**src/hw/rtl/titr_pkg.sv**
```systemverilog
// Package for the texture intern table: field widths, codes, reset values
// and the sizing helper for the match reduction tree. No dependencies.
`default_nettype none

package titr_pkg;

	// Default values of the top level parameters.
	localparam int TABLE_DEPTH_DEF = 256;
	localparam int SLOT_COUNT_DEF  = 5;
	localparam int KEY_WIDTH_DEF   = 32;

	// Fixed widths of the channel fields.
	localparam int KEY_IN_W    = 32;
	localparam int SLOT_W      = 3;
	localparam int INDEX_OUT_W = 8;
	localparam int STATUS_W    = 2;
	localparam int COUNT_OUT_W = 9;
	localparam int REJ_W       = 16;

	// Configuration port.
	localparam int CFG_IDX_W  = 2;
	localparam int CFG_DATA_W = 32;

	localparam logic [CFG_IDX_W-1:0] REG_WHITE  = 2'd0;
	localparam logic [CFG_IDX_W-1:0] REG_NORMAL = 2'd1;
	localparam logic [CFG_IDX_W-1:0] REG_LIMIT  = 2'd2;

	localparam logic [CFG_DATA_W-1:0] WHITE_KEY_RST  = 32'd1;
	localparam logic [CFG_DATA_W-1:0] NORMAL_KEY_RST = 32'd2;
	localparam logic                  LIMIT_RST      = 1'b1;

	// Request function codes.
	localparam logic FUNC_CLEAR  = 1'b0;
	localparam logic FUNC_LOOKUP = 1'b1;

	// The slot whose unbound texture becomes the flat normal.
	localparam logic [SLOT_W-1:0] NORMAL_SLOT = 3'd1;

	typedef logic [STATUS_W-1:0] status_t;

	localparam status_t STAT_FOUND    = 2'd0;
	localparam status_t STAT_INSERTED = 2'd1;
	localparam status_t STAT_REJECTED = 2'd2;
	localparam status_t STAT_SKIPPED  = 2'd3;

	// Levels of the fan-in-16 reduction tree over the match bits.
	function automatic int titr_tree_levels(input int depth);
		return ($clog2(depth) + 3) / 4;
	endfunction

endpackage

`default_nettype wire

```
**src/hw/rtl/titr_cell.sv**
```systemverilog
// One table entry: holds a key, takes writes addressed to it and registers
// whether it is live and matches the broadcast search key. Uses titr_pkg.
`default_nettype none

module titr_cell #(
	parameter int KEY_WIDTH = titr_pkg::KEY_WIDTH_DEF,
	parameter int IDX_W     = 8,
	parameter int CNT_W     = 9,
	parameter int IDX       = 0
) (
	input  logic                 clk,
	input  logic                 arst_n,
	input  logic [KEY_WIDTH-1:0] search_key,
	input  logic [CNT_W-1:0]     count,
	input  logic                 wr_en,
	input  logic [IDX_W-1:0]     wr_addr,
	input  logic [KEY_WIDTH-1:0] wr_key,
	output logic                 hit_s1
);
	import titr_pkg::*;

	logic [KEY_WIDTH-1:0] key_q;
	logic                 live;

	// An entry only counts while it lies below the number of keys held.
	assign live = CNT_W'(IDX) < count;

	always_ff @(posedge clk or negedge arst_n) begin
		if (!arst_n) begin
			key_q <= KEY_WIDTH'(WHITE_KEY_RST);
		end else if (wr_en && (wr_addr == IDX_W'(IDX))) begin
			key_q <= wr_key;
		end
	end

	always_ff @(posedge clk) begin
		hit_s1 <= live && (key_q == search_key);
	end

endmodule

`default_nettype wire

```
**config.mk**
```make
export PLATFORM = sky130hd
export DESIGN_NAME = titr_cell
export DESIGN_NICKNAME = d
export VERILOG_FILES = /design/src/hw/rtl/titr_pkg.sv /design/src/hw/rtl/titr_cell.sv
export SDC_FILE = /design/constraint.sdc
export NUM_CORES = 1
export LEC_CHECK = 0
export BUFFER_PORTS_ARGS = -buffer_cell sky130_fd_sc_hd__buf_2
export CORE_ASPECT_RATIO = 2
export CORE_MARGIN = 2
export CORE_UTILIZATION = 49
export DETAILED_ROUTE_END_ITERATION = 12
export GPL_TIMING_DRIVEN = 0
export PLACE_DENSITY = 0.81
export SYNTH_ARGS = -nofsm -noshare
export SYNTH_HDL_FRONTEND = slang
export SYNTH_SLANG_ARGS = --single-unit
```
**constraint.sdc**
```tcl
create_clock -name clk -period 2.37 [get_ports clk]
set_clock_uncertainty 0.2 [all_clocks]
set_input_delay 0.237 -clock clk [delete_from_list [all_inputs] [get_ports clk]]
set_output_delay 0.237 -clock clk [all_outputs]
set_load 0.01 [all_outputs]
```
==> flow_summary.toml, run 1 <==
[outcome]
status = "complete, no violations"

[logic_synthesis]
synth-xor-area-share_pct = 16.0
syn_area_per_cell_um2 = 14.7
yosys_warnings = 0
yosysSeqAreaShare_pct = 47.1
synthCells = 119
synthTopCellsByArea = "dfrtp_1, mux2_4, xor2_1"
yosys.area_share.adder_pct = 0
synth_top_area_share_pct = 44.4
synth_compound_area_share_pct = 0
syn_area_um2 = 1750
synth.most_common_cell = "dfrtp_1"
synth_top_area_cell = "dfrtp_1"
yosys_most_used_dff = "dfrtp_1"
ys_async_sr_fraction_pct = 97.0
synth_edf_count = 0
synth_seq_cells = 33
syn_nets = 203
synth_top_family_by_area = "multiplexers"
synthSimpleGateAreaFrac_pct = 7.88
yosys-top-cells-count = "dfrtp_1, mux2_4, xor2_1"
yosys-mux-area-fraction_pct = 27.1
synth_cell_types = 15

[worst_setup_path]
path_class = "flop to flop"
crit_family = "simple AND/OR/NAND/NOR gates"
critPathMaxStageDelay_ns = 0.40
arrival_ns = 1.53
endpoint_kind = "flop"
cp_num_buf_inv = 0
ff2ff_setup_slack_ns = 0.84
crit_chain = "xor2_1 -> nor4_1 -> nand3_1 -> nor4_1"
critPathSlowestCell = "dfrtp_1"
critPathCapture = "hit_s1"
critPathMaxFanout = 2
path_common_cell = "nor4_1"
cp-startpoint = "key_q[23]"
r2r-start = "key_q[23]"
required_ns = 2.36
timing.rr.end = "hit_s1"
startpoint_type = "flop"
reg2regPathDepth = 4
crit_cells = 4

[global_route]
antenna_found_initial = 0
grt_use_total_pct = 22.5
grt_pass1_wl_um = 6450
grt_max_degree = 33
gr-total-overflow = 0
first_global_vias = 1548

[routing]
drt-total-wl_um = 4120
route.detailed.wl_per_inst_um = 14.2
initialDrtViolationCount = 10
dr_total_vias = 1376
drt_pass1_iterations = 4
routed_via_density = 4.74
ant_nets = 0
drc = 0

[timing]
slew_headroom_pct = 52.8
tns_ns = 0
slew_violations = 0
max_freq_mhz = 652
finalSetupViolCount = 0
worst_pin_slew_ns = 0.709
fin_ws_ns = 0.835
finalHoldViolCount = 0
hold-worst-slack_ns = 0.00769
rsz0062_at_grt = "no"
period_share_pct = 64.7
fin_crit_ns = 1.53

[cells_and_area]
drive_above_1_share_pct = 53.3
nets = 325
design_area_um2 = 2620
instances_no_fill = 290
areaGrowthSynthToFinish_pct = 50.0
antennaDiodeCount = 0

[power]
vdd_ir_drop_max_uv = 398
clockPowerShare_pct = 32.6
seq_power_share_pct = 49.9
p_sw_w = 0.000286
power.leakage_nw = 1.43
swShare_pct = 23.4
powerDensity_nw_per_um2 = 467
p_int_w = 0.000937
pwr-share-comb_pct = 17.5

[die]
die_area_um2 = 4090
initial_core_util_pct = 51.1
die_h_um = 88.4
core_area_um2 = 3420
die_width_um = 46.2
rows = 30
num_io_pins = 85

[clock_tree]
path_clk_slew_ns = 0.07
cts_tree = "done"
worstSkewPairLatency_ns = 0.28
cts_root_buffer = "clkbuf_8"
numCtsBuffers = 5
cts_buffer_depth = 2
cts_max_level = 2
cts_sinks = 33

[run]
drv_cap = 0

[place]
place_inst = 251
dpl_worst_slack_ns = 0.717
gp_congestion = 0.736
place_area_um2 = 2230
hpwl_um = 2800
portBuffers = 84

[hold_path]
hold-path-cell-count = 2
min_path_type = "primary input to flop"
[power by group through the flow]
stage               combinational [W]  clock, W  sequential, W
detailed placement           0.000176         0       0.000619
floorplan                   0.0000818         0       0.000615
CTS                          0.000215  0.000411       0.000609
global placement             0.000172         0       0.000618
finish                       0.000215  0.000399       0.000609
global route                 0.000234  0.000432       0.000612
[state kept, by name (all words and copies together) (netlist names)]
name and cells:
hit_s1 1, key_q 32
[per-layer routing]
layer  vias up  part of all wire, %  global-route usage, %
met5         -                    0                      0
met4         0                  1.6                   8.57
met3         7                  5.1                   4.90
met2        62                   58                   43.1
met1       648                   36                   21.5
li1        659                    -                      -
[cells by family after synthesis]
logic type | Yosys count
simple gates | 19
flops | 33
xor+xnor | 32
buf+inv | 3
mux | 32
[area by class of cell]
cell class                      instances  area, µm²
Multi-Input combinational cell         83        891
Sequential cell                        33        822
Fill cell                             220        796
Timing Repair Buffer                  115        731
Clock buffer                            6       72.6
Tap cell                               48       60.1
Buffer                                  3       33.8
Clock inverter                          2       10.0
[cells in the final DEF (no fill, tap or decap)]
master and n:
buf_2 84, dlygate4sd3_1 31, dfrtp_1 31, mux2_4 30
xor2_1 24, xnor2_1 8, nor4_1 8, clkbuf_8 5
nand4_1 3, buf_6 3, nor2_1 2, nor3_1 2
nand3_1 2, mux2_2 2, clkinv_2 2, nor4b_4 1
nand3_4 1, clkbuf_1 1, dfxtp_1 1, dfstp_2 1
[per-stage QoR]
step / power (W) / utilization (%)
5_1_grt: 0.00128 / 76.7
3_5_place_dp: 0.000795 / 65.2
6_report: 0.00122 / 76.7
3_3_place_gp: 0.000790 / 65.2
4_1_cts: 0.00124 / 76.7
2_1_floorplan: 0.000696 / -
[timing repair]
item | in CTS | in global routing
hold endpoints to repair | 61 | 0
buffers inserted | 0 | 0
setup endpoints to repair | 0 | 0
hold buffers | 31 | 0
gates resized for setup | 0 | 0
[worst min path at each step]
stage | from | end | slack, ns
6_report | wr_key[12] | key_q[12] | 0.008
5_1_grt | wr_key[12] | key_q[12] | 0.002
4_1_cts | wr_key[12] | key_q[12] | 0.002
3_5_place_dp | arst_n | key_q[16] | 0.12
3_3_place_gp | arst_n | key_q[16] | 0.12
2_1_floorplan | arst_n | key_q[10] | -0.26
Note: power is estimated with default switching activity, not from simulation.
==> run 2: changes to the inputs <==
- CORE_UTILIZATION: 49 -> 41
- PLACE_DENSITY: 0.81 -> 0.72
- clock period: 2.37 -> 1.4 ns (I/O delays scaled with it)
==> flow_summary.toml, run 2 (synthesis gave the netlist of run 1 again) <==
[cells_and_area]
areaGrowthSynthToFinish_pct = 57.5
top_regs = "key_q x32, hit_s1 x1"
final_cell_mix = "buf_2, dlygate4sd3_1, dfrtp_1"
nets = 335
antennaDiodeCount = 0
largest_reg_flops = 32
drive_above_1_share_pct = 52.8
largest-register = "key_q"
instances_no_fill = 304
final_common_cell = "buf_2"
design_area_um2 = 2750
final_util_pct = 67.3

[routing]
routed_via_density = 4.67
dr_total_vias = 1420
ant_nets = 0
initialDrtViolationCount = 19
drc = 0
drt-total-wl_um = 4300
drt_pass1_iterations = 4
route.detailed.wl_per_inst_um = 14.2

[worst_setup_path]
path_class = "flop to flop"
timing.rr.end = "hit_s1"
critPathSlowestCell = "dfstp_2"
path_common_cell = "nor4_1"
critPathCapture = "hit_s1"
required_ns = 1.40
reg2regPathDepth = 4
crit_chain = "xor2_1 -> nor4_1 -> nand3_1 -> nor4_1"
critPathMaxFanout = 2
cp-startpoint = "key_q[0]"
crit_cells = 4
crit_family = "simple AND/OR/NAND/NOR gates"
ff2ff_setup_slack_ns = -0.09
endpoint_kind = "flop"
arrival_ns = 1.48
startpoint_type = "flop"
cp_num_buf_inv = 0
r2r-start = "key_q[0]"
critPathMaxStageDelay_ns = 0.53

[power]
clockPowerShare_pct = 32.4
vdd_ir_drop_max_uv = 766
seq_power_share_pct = 48.8
pwr-share-comb_pct = 18.8
swShare_pct = 23.9
p_int_w = 0.00161
p_sw_w = 0.000506
powerDensity_nw_per_um2 = 768
power.leakage_nw = 1.48

[clock_tree]
path_clk_slew_ns = 0.07
cts_sinks = 33
cts_max_level = 2
cts_root_buffer = "clkbuf_8"
cts_tree = "done"
numCtsBuffers = 5
cts_buffer_depth = 2
worstSkewPairLatency_ns = 0.28

[global_route]
grt_use_met2_pct = 37.3
gr-usage-met3_pct = 4.81
first_global_vias = 1560
grt_max_degree = 33
grt_pass1_wl_um = 6970
gr-total-overflow = 0
busiest_layer = "met2"
grt.met1_usage_pct = 20.4
antenna_found_initial = 0
grt_use_total_pct = 20.0

[hold_path]
min_path_type = "primary input to flop"

[timing]
fin_crit_ns = 1.49
period_share_pct = 106
fin_ws_ns = -0.0873
slew_headroom_pct = 52.2
slew_violations = 0
finalHoldViolCount = 0
max_freq_mhz = 672
finalSetupViolCount = 1
worst_pin_slew_ns = 0.717
tns_ns = -0.0873
rsz0062_at_grt = "yes"

[die]
rows = 33
num_io_pins = 85
die_width_um = 50.2
core_area_um2 = 4090
die_h_um = 96.3
die_area_um2 = 4830
initial_core_util_pct = 42.7

[run]
drv_cap = 0

[place]
portBuffers = 84
place_inst = 255
hpwl_um = 2770
place_area_um2 = 2230
gp_congestion = 0.700

[outcome]
violations = "negative setup slack"
status = "complete, but fails checks"
## run 2: changes by cell type in the layout (fill, tap and decap cells not counted), sizes merged
cell / delta
dlygate4sd3: +10
## run 2: metrics by stage
stage | hold slack (ns) | setup WS, ns | total power [W]
5_1_grt | 0.0560 | -0.181 | 0.00223
2_1_floorplan | -0.356 | 0.0197 | 0.00118
3_5_place_dp | 0.0346 | -0.213 | 0.00135
6_report | 0.0623 | -0.0873 | 0.00211
3_3_place_gp | 0.0353 | -0.198 | 0.00134
4_1_cts | 0.0548 | -0.129 | 0.00215
## run 2: cell type report
type / instances / area [µm²]
tap: 52 / 65.1
multi-input combinational: 83 / 916
buffer: 3 / 33.8
timing repair buffer: 125 / 831
fill: 303 / 1340
sequential: 33 / 822
clock inverter: 2 / 10.0
clock buffer: 6 / 72.6
## run 2: repair_timing
action                     in CTS  in global routing
hold endpoints to repair       64                  0
setup buffers                   0                  0
setup endpoints to repair       1                  1
hold buffers                   41                  0
pin swaps                       2                  0
resized for setup               3                  1
## run 2: worst reg2reg max path, stage by stage (launching register included)
cell and delay (ns):
dfstp_2 0.53, xor2_1 0.06, nor4_1 0.27, nand3_1 0.13, nor4_1 0.22
## run 2: power by group through the flow
| stage | combinational (W) | clock [W] | sequential [W] |
|---|---|---|---|
| after floorplan | 0.000138 | 0 | 0.00104 |
| after global placement | 0.000294 | 0 | 0.00105 |
| after detailed placement | 0.000298 | 0 | 0.00105 |
| after CTS | 0.000395 | 0.000721 | 0.00103 |
| after global routing | 0.000434 | 0.000759 | 0.00104 |
| final | 0.000398 | 0.000684 | 0.00103 |
## run 2: worst min path at each step
stage	from	endpoint	slack [ns]	depth (start not counted)
final	wr_addr[5]	key_q[19]	0.06	4
after global placement	arst_n	key_q[11]	0.04	1
after detailed placement	arst_n	key_q[12]	0.03	1
after global routing	wr_addr[5]	key_q[31]	0.06	4
after CTS	wr_addr[5]	key_q[19]	0.05	4
after floorplan	arst_n	key_q[10]	-0.36	0
## run 2: layer usage
metal	vias to the layer above	wire [µm]
met4	0	55
li1	684	-
met3	4	220
met1	671	1510
met2	61	2520
met5	-	0
