### config.mk
export PLATFORM = sky130hd
export DESIGN_NAME = titr_tree
export DESIGN_NICKNAME = d
export VERILOG_FILES = /design/src/hw/rtl/titr_pkg.sv /design/src/hw/rtl/titr_tree.sv
export SDC_FILE = /design/constraint.sdc
export NUM_CORES = 1
export LEC_CHECK = 0
export ABC_AREA = 1
export BUFFER_PORTS_ARGS = -buffer_cell sky130_fd_sc_hd__buf_4
export CORE_AREA = 2 2 103 105
export DETAILED_ROUTE_END_ITERATION = 6
export DIE_AREA = 0 0 105 107
export GPL_ROUTABILITY_DRIVEN = 1
export GPL_TIMING_DRIVEN = 0
export PLACE_DENSITY_LB_ADDON = 0.2
export SLEW_MARGIN = 10
export SYNTH_ARGS = -nofsm -noshare
export SYNTH_HDL_FRONTEND = slang
export SYNTH_SLANG_ARGS = --single-unit
### constraint.sdc
create_clock -name clk -period 0.95 [get_ports clk]
set_clock_uncertainty 0.1 [all_clocks]
set_input_delay 0.19 -clock clk [delete_from_list [all_inputs] [get_ports clk]]
set_output_delay 0.19 -clock clk [all_outputs]
set_load 0.01 [all_outputs]
### src/hw/rtl/titr_pkg.sv
// Package for the texture intern table: field widths, codes, reset values
// and the sizing helper for the match reduction tree. No dependencies.
`default_nettype none

package titr_pkg;

	// Default values of the top level parameters.
	localparam int TABLE_DEPTH_DEF = 256;
	localparam int SLOT_COUNT_DEF  = 5;
	localparam int KEY_WIDTH_DEF   = 32;

	// Fixed widths of the channel fields.
	localparam int KEY_IN_W    = 32;
	localparam int SLOT_W      = 3;
	localparam int INDEX_OUT_W = 8;
	localparam int STATUS_W    = 2;
	localparam int COUNT_OUT_W = 9;
	localparam int REJ_W       = 16;

	// Configuration port.
	localparam int CFG_IDX_W  = 2;
	localparam int CFG_DATA_W = 32;

	localparam logic [CFG_IDX_W-1:0] REG_WHITE  = 2'd0;
	localparam logic [CFG_IDX_W-1:0] REG_NORMAL = 2'd1;
	localparam logic [CFG_IDX_W-1:0] REG_LIMIT  = 2'd2;

	localparam logic [CFG_DATA_W-1:0] WHITE_KEY_RST  = 32'd1;
	localparam logic [CFG_DATA_W-1:0] NORMAL_KEY_RST = 32'd2;
	localparam logic                  LIMIT_RST      = 1'b1;

	// Request function codes.
	localparam logic FUNC_CLEAR  = 1'b0;
	localparam logic FUNC_LOOKUP = 1'b1;

	// The slot whose unbound texture becomes the flat normal.
	localparam logic [SLOT_W-1:0] NORMAL_SLOT = 3'd1;

	typedef logic [STATUS_W-1:0] status_t;

	localparam status_t STAT_FOUND    = 2'd0;
	localparam status_t STAT_INSERTED = 2'd1;
	localparam status_t STAT_REJECTED = 2'd2;
	localparam status_t STAT_SKIPPED  = 2'd3;

	// Levels of the fan-in-16 reduction tree over the match bits.
	function automatic int titr_tree_levels(input int depth);
		return ($clog2(depth) + 3) / 4;
	endfunction

endpackage

`default_nettype wire

### src/hw/rtl/titr_tree.sv
// Registered fan-in-16 OR tree that turns the row of match bits into a hit
// flag and the index of the matching entry. Uses titr_pkg for its sizing.
`default_nettype none

module titr_tree #(
	parameter int LEAVES = titr_pkg::TABLE_DEPTH_DEF,
	parameter int IDX_W  = 8
) (
	input  logic              clk,
	input  logic [LEAVES-1:0] hit,
	output logic              root_hit,
	output logic [IDX_W-1:0]  root_index
);
	import titr_pkg::*;

	localparam int FAN_BITS = 4;
	localparam int FAN      = 1 << FAN_BITS;
	localparam int LEVELS   = titr_tree_levels(LEAVES);
	localparam int PAD      = 1 << (FAN_BITS * LEVELS);

	// Held keys are unique, so at most one leaf is set and an OR of the
	// absolute indices gives the index of the match.
	logic [IDX_W:0] leaf [PAD];
	logic [IDX_W:0] node_q [1:LEVELS][PAD];

	for (genvar i = 0; i < PAD; i++) begin : g_leaf
		if (i < LEAVES) begin : g_real
			always_comb begin
				leaf[i] = hit[i] ? {1'b1, IDX_W'(i)} : '0;
			end
		end else begin : g_pad
			always_comb begin
				leaf[i] = '0;
			end
		end
	end

	for (genvar l = 1; l <= LEVELS; l++) begin : g_lvl
		for (genvar n = 0; n < PAD; n++) begin : g_node
			if (n < (PAD >> (FAN_BITS * l))) begin : g_reg
				logic [IDX_W:0] orv;
				always_comb begin
					orv = '0;
					for (int k = 0; k < FAN; k++) begin
						if (l == 1) begin
							orv = orv | leaf[n * FAN + k];
						end else begin
							orv = orv | node_q[(l > 1) ? l - 1 : 1][n * FAN + k];
						end
					end
				end
				always_ff @(posedge clk) begin
					node_q[l][n] <= orv;
				end
			end else begin : g_unused
				always_comb begin
					node_q[l][n] = '0;
				end
			end
		end
	end

	assign root_hit   = node_q[LEVELS][0][IDX_W];
	assign root_index = node_q[LEVELS][0][IDX_W-1:0];

endmodule

`default_nettype wire

==> results of run 1 <==
## logic make-up after synthesis
family        Yosys count
buf+inv                38
flops                  89
simple gates          434
## stage by stage
stage                     setup slack [ns]  instance area (um^2)  TNS [ns]  hold slack [ns]
after CTS                           -0.139                  6860     -1.29          -0.0625
final                               -0.122                  6730     -1.07          -0.0515
after global routing                -0.159                  6730     -1.38          -0.0639
after global placement             -0.0533                  5900    -0.360            0.296
after detailed placement           -0.0705                  5900    -0.434            0.300
after floorplan                      0.112                  3740         0            0.188
## final cells by class
cell class	count	area, um^2
tap	136	170
clock buffer	10	138
sequential	89	1800
inverter	30	113
timing repair buffer	315	2520
clock inverter	6	88.8
fill	834	3360
multi-input combinational	434	1900
## registers in the layout, indices dropped and copies added, names as in the netlist
signal      cells
node_q         80
root_index      8
root_hit        1
## synth_stat cells
library cell	number	area share
nand3_1	13	0.017
nor2_1	259	0.26
dfxtp_1	89	0.48
inv_1	30	0.030
nand2_1	105	0.11
nand4_1	38	0.064
nor2_2	19	0.032
buf_4	8	0.016
## per-layer routing
layer / global-route usage / vias up / part of all wire
met5: 0 / - / 0
met4: 0.0810 / 0 / 0.023
met3: 0.0383 / 25 / 0.059
met2: 0.423 / 179 / 0.53
met1: 0.235 / 2031 / 0.38
li1: - / 2382 / -
## worst min-delay path by stage
| stage | to | slack, ns | cells after the start | start |
|---|---|---|---|---|
| after floorplan | node_q[4473] | 0.19 | 2 | hit[239] |
| after global placement | node_q[4599] | 0.30 | 3 | hit[1] |
| after detailed placement | node_q[4563] | 0.30 | 3 | hit[75] |
| after CTS | node_q[4600] | -0.06 | 3 | hit[10] |
| after global routing | node_q[4600] | -0.06 | 3 | hit[10] |
| final | node_q[4466] | -0.05 | 3 | hit[246] |
## worst min-delay path: stages
cell and delay [ns]:
buf_4 0.08, nor2_2 0.03, nand4_1 0.06
## timing repair
| item | 4_1_cts | 5_1_grt |
|---|---|---|
| resized for setup | 25 | 37 |
| hold buffers | 73 | 9 |
| setup endpoints to repair | 14 | 45 |
| buffers inserted | 0 | 4 |
| gates cloned | 0 | 0 |
| hold endpoints to repair | 49 | 47 |
| pin swaps | 2 | 48 |
## where the power goes
part	internal, W	switching (W)	total, W
Combinational	0.000918	0.000494	0.00141
Clock	0.00156	0.00125	0.00280
Sequential	0.00373	0.00000287	0.00374
==> impl_metrics.json, run 1 <==
{
  "dieArea_mm2": 0.0112,
  "grt_max_degree": 16,
  "gp_congestion": 0.857,
  "grtUsageTotal": 0.218,
  "path_class": "reg2out",
  "power_w": 0.00795,
  "path_depth": 1,
  "outcome": "complete, but fails checks",
  "fp.coreArea_mm2": 0.0101,
  "ant_nets": 0,
  "clockBufferDepth": 2,
  "cts_buffers": 9,
  "synth_top_family_by_area": "simple AND/OR/NAND/NOR gates",
  "ys_warn_count": 0,
  "critPathBufInv": 1,
  "fin_util": 0.667,
  "synth_cells": 561,
  "cp-end-kind": "output port",
  "max_freq_mhz": 933,
  "violations": "hold timing, setup timing",
  "synth_fa_ha_area_frac": 0,
  "synthSimpleGateAreaFrac": 0.478,
  "grt_setup_unrepaired": "true",
  "wl_per_cell_um": 12.2,
  "crit_start": "root_index[3]",
  "hp-class": "in2reg",
  "placed_cells": 962,
  "critPathSlowestCell": "dfxtp_2",
  "rows": 37,
  "fp.dieW_um": 105,
  "r2r_setup_slack_ns": 0.04,
  "synth_cell_type_count": 8,
  "cp_data_arrival_time_ns": 0.78,
  "path_max_fanout": 1,
  "synth_xor_area_frac": 0,
  "path_cells": "buf_6",
  "reg2reg_depth": 4,
  "synth_area_mm2": 0.00374,
  "cts.sinks": 89,
  "setup_viol": 14,
  "crit_path_start_kind": "register",
  "p_per_area_mw_per_mm2": 1180,
  "whs_ns": -0.0515,
  "fin_crit_sh": 1.13,
  "drtPass1Iterations": 4,
  "cts_tree": "built",
  "vdd_drop_max_mv": 0.636,
  "hold_viol_final": 46,
  "muxShareOfSynthArea": 0,
  "routed_wl_um": 12400,
  "r2r-end": "root_index[7]",
  "cp_slowest_stage_delay_ns": 0.33,
  "grt_overflow": 0,
  "port_buffers": 265,
  "maxSlewHeadroom": 0.839,
  "synthToLayoutAreaGrowth_pct": 79.8,
  "antenna_cells": 0,
  "antenna_found_initial": 0,
  "clkLatencyLatePin_ns": 0.34,
  "drcViolationCount": 0,
  "synth_seq_cells": 89,
  "cp.required_ns": 0.66,
  "cts_htree_levels": 3,
  "clkTransAtPathRegs_ns": 0.09,
  "start_util": 0.371,
  "grt_first_pass_wirelength_um": 20100,
  "io_pins": 266,
  "final_cells": 1020,
  "slew_violations": 0,
  "die_y_um": 107,
  "synth_compound_area_frac": 0,
  "routed_via_density": 4.53,
  "p_leak_nw": 2.95,
  "cts_root_buf": "clkbuf_8",
  "cap_violations": 0,
  "drive_gt1_frac": 0.394,
  "dr_total_vias": 4617,
  "final_common_cell": "buf_4",
  "drt_iter0_drc": 176,
  "finalNetCount": 1136,
  "period_needed_ns": 1.07,
  "syn-num-nets": 818,
  "layout_setup_ws_ns": -0.122,
  "yosysSeqAreaShare": 0.476,
  "layout_common_cells": "buf_4 (260), nor2_1 (233), nand2_1 (101), dfxtp_1 (75), dlygate4sd3_1 (45)",
  "grt_pass1_vias": 4902,
  "timing.critical_path.to": "root_index[3]",
  "dp_hpwl_um": 9660,
  "syn-mean-instance-area_um2": 6.67,
  "crit_family": "flip-flops",
  "r2r-start": "node_q[4471]",
  "worstMarginPinSlew_ns": 0.241
}
(Power assumes the default switching activity.)
==> inputs of run 2 (changes only) <==
--- a/config.mk
+++ b/config.mk
@@ -8,6 +8,7 @@
 export ABC_AREA = 1
 export BUFFER_PORTS_ARGS = -buffer_cell sky130_fd_sc_hd__buf_4
 export CORE_AREA = 2 2 103 105
+export CTS_BUF_LIST = sky130_fd_sc_hd__clkbuf_2
 export DETAILED_ROUTE_END_ITERATION = 6
 export DIE_AREA = 0 0 105 107
 export GPL_ROUTABILITY_DRIVEN = 1
==> impl_metrics.json, run 2 <==
{
  "outcome": "stopped before the end",
  "failing_step": "4_1_cts",
  "error": "[ERROR RSZ-0060] Max buffer count reached.",
  "synth-edff-count": 0,
  "io_pins": 266,
  "clockBufferDepth": 2,
  "syn-mean-instance-area_um2": 6.67,
  "rows": 37,
  "fp.dieW_um": 105,
  "placed_cells": 962,
  "cts_buffers": 9,
  "cts.sinks": 89,
  "synth_ff_type": "dfxtp_1",
  "synth_cell_type_count": 8,
  "cts_resized": 28,
  "synthTopCellsByCount": "nor2_1 (259), nand2_1 (105), dfxtp_1 (89), nand4_1 (38), inv_1 (30)",
  "port_buffers": 265,
  "gp_congestion": 0.857,
  "synthTopCellsByArea": "dfxtp_1 (48%), nor2_1 (26%), nand2_1 (11%)",
  "syn-num-nets": 818,
  "hold_buffers": 195,
  "synth_seq_cells": 89,
  "yosysTopAreaCellShare": 0.476,
  "cts_setup_buffers": 0,
  "synth_cells": 561,
  "place_area_mm2": 0.00590,
  "synth_area_leader_cell": "dfxtp_1",
  "dp_hpwl_um": 9660,
  "start_util": 0.371,
  "ys_warn_count": 0,
  "die_y_um": 107,
  "cts_htree_levels": 3,
  "yosysSeqAreaShare": 0.476,
  "synthArstFlopShare": 0,
  "synth_area_mm2": 0.00374,
  "cts_root_buf": "clkbuf_2",
  "synth_most_common_cell": "nor2_1"
}
[run 2: cell counts after synthesis]
No cell type changed its count.
[run 2: through the flow]
stage                     setup TNS [ns]  setup slack [ns]
after detailed placement          -0.434           -0.0705
after floorplan                        0             0.112
after global placement            -0.360           -0.0533
[run 2: logic make-up after synthesis]
family	synth area share
buf+inv	0.0461
flops	0.476
simple gates	0.478
==> inputs of run 3 (changes only) <==
--- a/config.mk
+++ b/config.mk
@@ -7,13 +7,11 @@
 export LEC_CHECK = 0
 export ABC_AREA = 1
 export BUFFER_PORTS_ARGS = -buffer_cell sky130_fd_sc_hd__buf_4
-export CORE_AREA = 2 2 103 105
-export CTS_BUF_LIST = sky130_fd_sc_hd__clkbuf_2
+export CORE_UTILIZATION = 25
 export DETAILED_ROUTE_END_ITERATION = 6
-export DIE_AREA = 0 0 105 107
 export GPL_ROUTABILITY_DRIVEN = 1
 export GPL_TIMING_DRIVEN = 0
-export PLACE_DENSITY_LB_ADDON = 0.2
+export PLACE_DENSITY_LB_ADDON = 0.15
 export SLEW_MARGIN = 10
 export SYNTH_ARGS = -nofsm -noshare
 export SYNTH_HDL_FRONTEND = slang
==> impl_metrics.json, run 3 (same netlist as run 1, synthesis figures left out) <==
{
  "layout_setup_ws_ns": -0.108,
  "maxSlewHeadroom": 0.858,
  "seqCellArea_mm2": 0.00180,
  "clkLatencyLatePin_ns": 0.33,
  "period_needed_ns": 1.06,
  "slew_violations": 0,
  "cts.sinks": 89,
  "grt_first_pass_wirelength_um": 20500,
  "die_y_um": 124,
  "final_common_cell": "buf_4",
  "p_per_area_mw_per_mm2": 1310,
  "drcViolationCount": 0,
  "layout_common_cells": "buf_4 (260), nor2_1 (226), nand2_1 (99), dfxtp_1 (75), nor2_2 (47)",
  "crit_path_start_kind": "register",
  "routed_wl_um": 12000,
  "critPathBufInv": 1,
  "wl_per_cell_um": 11.5,
  "cap_violations": 0,
  "num-fill-cells": 1496,
  "stdcell_area_mm2": 0.00658,
  "cp_data_arrival_time_ns": 0.77,
  "grt_overflow": 0,
  "cp-end-kind": "output port",
  "fp.dieW_um": 124,
  "cts_root_buf": "clkbuf_16",
  "cp.required_ns": 0.66,
  "cts_buffers": 9,
  "finalNetCount": 1106,
  "grt_max_degree": 18,
  "cts_htree_levels": 3,
  "dieArea_mm2": 0.0155,
  "drt_iter0_drc": 121,
  "multi_input_area_mm2": 0.00191,
  "start_util": 0.257,
  "fp.coreArea_mm2": 0.0146,
  "routed_via_density": 4.26,
  "whs_ns": -0.0353,
  "path_cells": "buf_6",
  "dp_hpwl_um": 10100,
  "largest_register": "node_q",
  "place_ws_ns": -0.0816,
  "critPathSlowestCell": "dfxtp_2",
  "largest_reg_flops": 80,
  "place_area_mm2": 0.00596,
  "antenna_cells": 0,
  "grt_pass1_vias": 4840,
  "io_pins": 266,
  "crit_family": "flip-flops",
  "synthToLayoutAreaGrowth_pct": 75.9,
  "fin_crit_sh": 1.11,
  "hold_viol_final": 42,
  "vdd_drop_max_mv": 0.834,
  "setup_viol": 10,
  "drive_gt1_frac": 0.418,
  "clkTransAtPathRegs_ns": 0.07,
  "ant_nets": 0,
  "drtPass1Iterations": 4,
  "grt_setup_unrepaired": "true",
  "antenna_found_initial": 0,
  "worstMarginPinSlew_ns": 0.213,
  "cts_tree": "built",
  "max_freq_mhz": 945,
  "path_max_fanout": 1,
  "clockBufferDepth": 2,
  "hp-class": "in2reg",
  "violations": "hold timing, setup timing",
  "cp_slowest_stage_delay_ns": 0.32,
  "dr_total_vias": 4426,
  "grtUsageTotal": 0.160,
  "outcome": "complete, but fails checks",
  "port_buffers": 265,
  "path_class": "reg2out",
  "gp_congestion": 0.856,
  "p_leak_nw": 2.87,
  "rows": 44
}
run 3: metal layers:
metal / part of all wire / global-route usage
met1: 0.42 / 0.180
met4: 0.011 / 0.0425
met5: 0 / 0
met3: 0.047 / 0.0266
met2: 0.52 / 0.307
run 3: layout make-up:
| class | count | area share |
|---|---|---|
| clock inverter | 7 | 0.0127 |
| inverter | 30 | 0.0171 |
| tap | 184 | 0.0350 |
| clock buffer | 9 | 0.0342 |
| sequential | 89 | 0.273 |
| multi-input combinational | 434 | 0.290 |
| timing repair buffer | 285 | 0.337 |
run 3: timing repair:
item / in CTS / in global routing
gates cloned: 0 / 0
setup endpoints to repair: 14 / 40
pin swaps: 8 / 50
hold buffers: 55 / 3
gates resized for setup: 32 / 38
setup buffers: 2 / 2
endpoints found under the hold margin: 47 / 42
run 3: per-stage QoR:
| step | hold slack, ns | cells | setup TNS [ns] | util | total power (W) |
|---|---|---|---|---|---|
| floorplan | 0.188 | 561 | 0 | - | 0.00410 |
| global placement | 0.300 | 1010 | -0.444 | 0.409 | 0.00503 |
| detailed placement | 0.296 | 1010 | -0.531 | 0.409 | 0.00505 |
| CTS | -0.0425 | 1075 | -1.18 | 0.470 | 0.00887 |
| global route | -0.0274 | 1038 | -1.25 | 0.451 | 0.00906 |
| finish | -0.0353 | 1038 | -0.899 | 0.451 | 0.00864 |
run 3: final timing paths:
check | slack (ns) | cells after the start | from | endpoint
setup / recovery | -0.11 | 1 | root_index[7] | root_index[7]
hold / removal | -0.04 | 3 | hit[45] | node_q[4581]
setup reg to reg | 0.04 | 4 | node_q[4471] | root_hit
hold reg to reg | 0.39 | 2 | node_q[4480] | root_index[5]
run 3: where the power goes:
group | switching (W) | total, W | internal [W]
Sequential | 0.00000320 | 0.00374 | 0.00374
Combinational | 0.000455 | 0.00129 | 0.000834
Clock | 0.00152 | 0.00361 | 0.00209
Total | 0.00197 | 0.00864 | 0.00666
run 3: worst reg2reg max path: stages, from the launching register on:
cell and delay, ns:
dfxtp_2 0.34, nor2_4 0.13, nand2_2 0.06, nor2_2 0.12
nand2_1 0.06
==> inputs of run 4 (changes only) <==
--- a/config.mk
+++ b/config.mk
@@ -7,8 +7,9 @@
 export LEC_CHECK = 0
 export ABC_AREA = 1
 export BUFFER_PORTS_ARGS = -buffer_cell sky130_fd_sc_hd__buf_4
-export CORE_UTILIZATION = 25
+export CORE_AREA = 2 2 102 104
 export DETAILED_ROUTE_END_ITERATION = 6
+export DIE_AREA = 0 0 104 106
 export GPL_ROUTABILITY_DRIVEN = 1
 export GPL_TIMING_DRIVEN = 0
 export PLACE_DENSITY_LB_ADDON = 0.15
==> impl_metrics.json, run 4 (same netlist as run 1, synthesis figures left out) <==
{
  "fp.coreArea_mm2": 0.0100,
  "layout_common_cells": "buf_4 (257), nor2_1 (226), nand2_1 (99), dfxtp_1 (72), dlygate4sd3_1 (55)",
  "drcViolationCount": 0,
  "outcome": "complete, but fails checks",
  "wl_per_cell_um": 12.3,
  "cts.sinks": 89,
  "p_int_w": 0.00577,
  "vdd_drop_max_mv": 0.653,
  "hold_viol_final": 46,
  "path_cells": "buf_6",
  "cts_tree": "built",
  "crit_family": "flip-flops",
  "path_depth": 1,
  "dp_hpwl_um": 9670,
  "dr_total_vias": 4653,
  "ant_nets": 0,
  "hp-class": "in2reg",
  "p_leak_nw": 2.97,
  "cap_violations": 0,
  "power_frac_clock": 0.308,
  "routed_via_density": 4.54,
  "fp.dieW_um": 104,
  "p_per_area_mw_per_mm2": 1100,
  "r2r_setup_slack_ns": 0.04,
  "r2r-start": "node_q[4484]",
  "fin_util": 0.679,
  "violations": "hold timing, setup timing",
  "power_switching_w": 0.00172,
  "dieArea_mm2": 0.0110,
  "io_pins": 266,
  "power_frac_comb": 0.193,
  "worstMarginPinSlew_ns": 0.222,
  "drtPass1Iterations": 5,
  "cts_buffers": 9,
  "critPathBufInv": 1,
  "grt_overflow": 0,
  "start_util": 0.374,
  "drt_iter0_drc": 165,
  "gp_congestion": 0.890,
  "path_class": "reg2out",
  "place_area_mm2": 0.00590,
  "reg2reg_depth": 4,
  "largest_register": "node_q",
  "max_freq_mhz": 934,
  "crit_start": "root_index[0]",
  "cts_root_buf": "clkbuf_8",
  "clkLatencyLatePin_ns": 0.34,
  "synthToLayoutAreaGrowth_pct": 81.4,
  "largest_reg_flops": 80,
  "grt_pass1_vias": 4959,
  "cp.required_ns": 0.66,
  "stdcell_area_mm2": 0.00679,
  "finalNetCount": 1142,
  "grtUsageTotal": 0.229,
  "crit_path_start_kind": "register",
  "fin_crit_sh": 1.13,
  "critPathSlowestCell": "dfxtp_2",
  "die_y_um": 106,
  "setup_viol": 14,
  "antenna_cells": 0,
  "seq_power_share": 0.499,
  "min_delay_path_depth": 3,
  "grt_first_pass_wirelength_um": 20900,
  "antenna_found_initial": 0,
  "path_max_fanout": 1,
  "clkTransAtPathRegs_ns": 0.08,
  "clockBufferDepth": 2,
  "routed_wl_um": 12600,
  "layout_setup_ws_ns": -0.121,
  "cp_slowest_stage_delay_ns": 0.32,
  "cp-end-kind": "output port",
  "period_needed_ns": 1.07,
  "grt_setup_unrepaired": "true",
  "slew_violations": 0,
  "cp_data_arrival_time_ns": 0.78,
  "drive_gt1_frac": 0.400,
  "rows": 37,
  "maxSlewHeadroom": 0.851,
  "timing.critical_path.to": "root_index[0]",
  "sw_frac_of_total": 0.230,
  "port_buffers": 265,
  "final_common_cell": "buf_4",
  "whs_ns": -0.0511,
  "grt_max_degree": 15,
  "r2r-end": "root_index[2]",
  "cts_htree_levels": 3
}
==> run 4: worst min-delay path by stage <==
stage | startpoint | end
2_1_floorplan | hit[239] | node_q[4473]
3_3_place_gp | hit[219] | node_q[4482]
3_5_place_dp | hit[10] | node_q[4600]
4_1_cts | hit[10] | node_q[4600]
5_1_grt | hit[1] | node_q[4599]
6_report | hit[59] | node_q[4572]
==> run 4: cell type report <==
cell class | instances | area (um^2)
clock buffers | 12 | 155
clock inverters | 4 | 27.5
fillers | 836 | 3210
inverters | 30 | 113
multi-input cells | 434 | 1940
flip-flops and latches | 89 | 1800
well taps | 136 | 170
repair buffers | 321 | 2580
==> run 4: what timing repair did <==
item                                    4_1_cts  5_1_grt
cloned                                        0        0
buffers inserted                              0        1
hold buffers                                 74        9
resized for setup                            25       51
endpoints found under the setup margin       13       40
endpoints found under the hold margin        48       47
pin swaps                                     4       37
==> run 4: worst register-to-register path, stage by stage (launching register included) <==
cell	delay, ns
dfxtp_2	0.34
nor2_4	0.13
nand2_4	0.08
nor2_4	0.10
nand2_1	0.06
==> run 4: layer usage <==
layer  part of all wire  track usage  vias up
met5                  0            0        -
met4              0.019       0.0763        0
met3              0.058       0.0515       24
met2               0.55        0.447      171
met1               0.38        0.241     2063
li1                   -            -     2395
==> run 4: per-stage QoR <==
step	total power (W)	setup WS [ns]	setup TNS [ns]	cells	hold WS [ns]
finish	0.00748	-0.121	-1.12	1026	-0.0511
global route	0.00788	-0.164	-1.54	1026	-0.0566
CTS	0.00756	-0.144	-1.53	1044	-0.0659
detailed placement	0.00505	-0.0852	-0.423	962	0.298
global placement	0.00502	-0.0794	-0.320	962	0.299
floorplan	0.00410	0.112	0	561	0.188
==> run 4: power by group through the flow <==
stage          combinational [W]  clock, W  sequential, W
2_1_floorplan           0.000279         0        0.00383
3_3_place_gp             0.00120         0        0.00383
3_5_place_dp             0.00122         0        0.00383
4_1_cts                  0.00145   0.00237        0.00374
5_1_grt                  0.00158   0.00256        0.00374
6_report                 0.00144   0.00230        0.00374
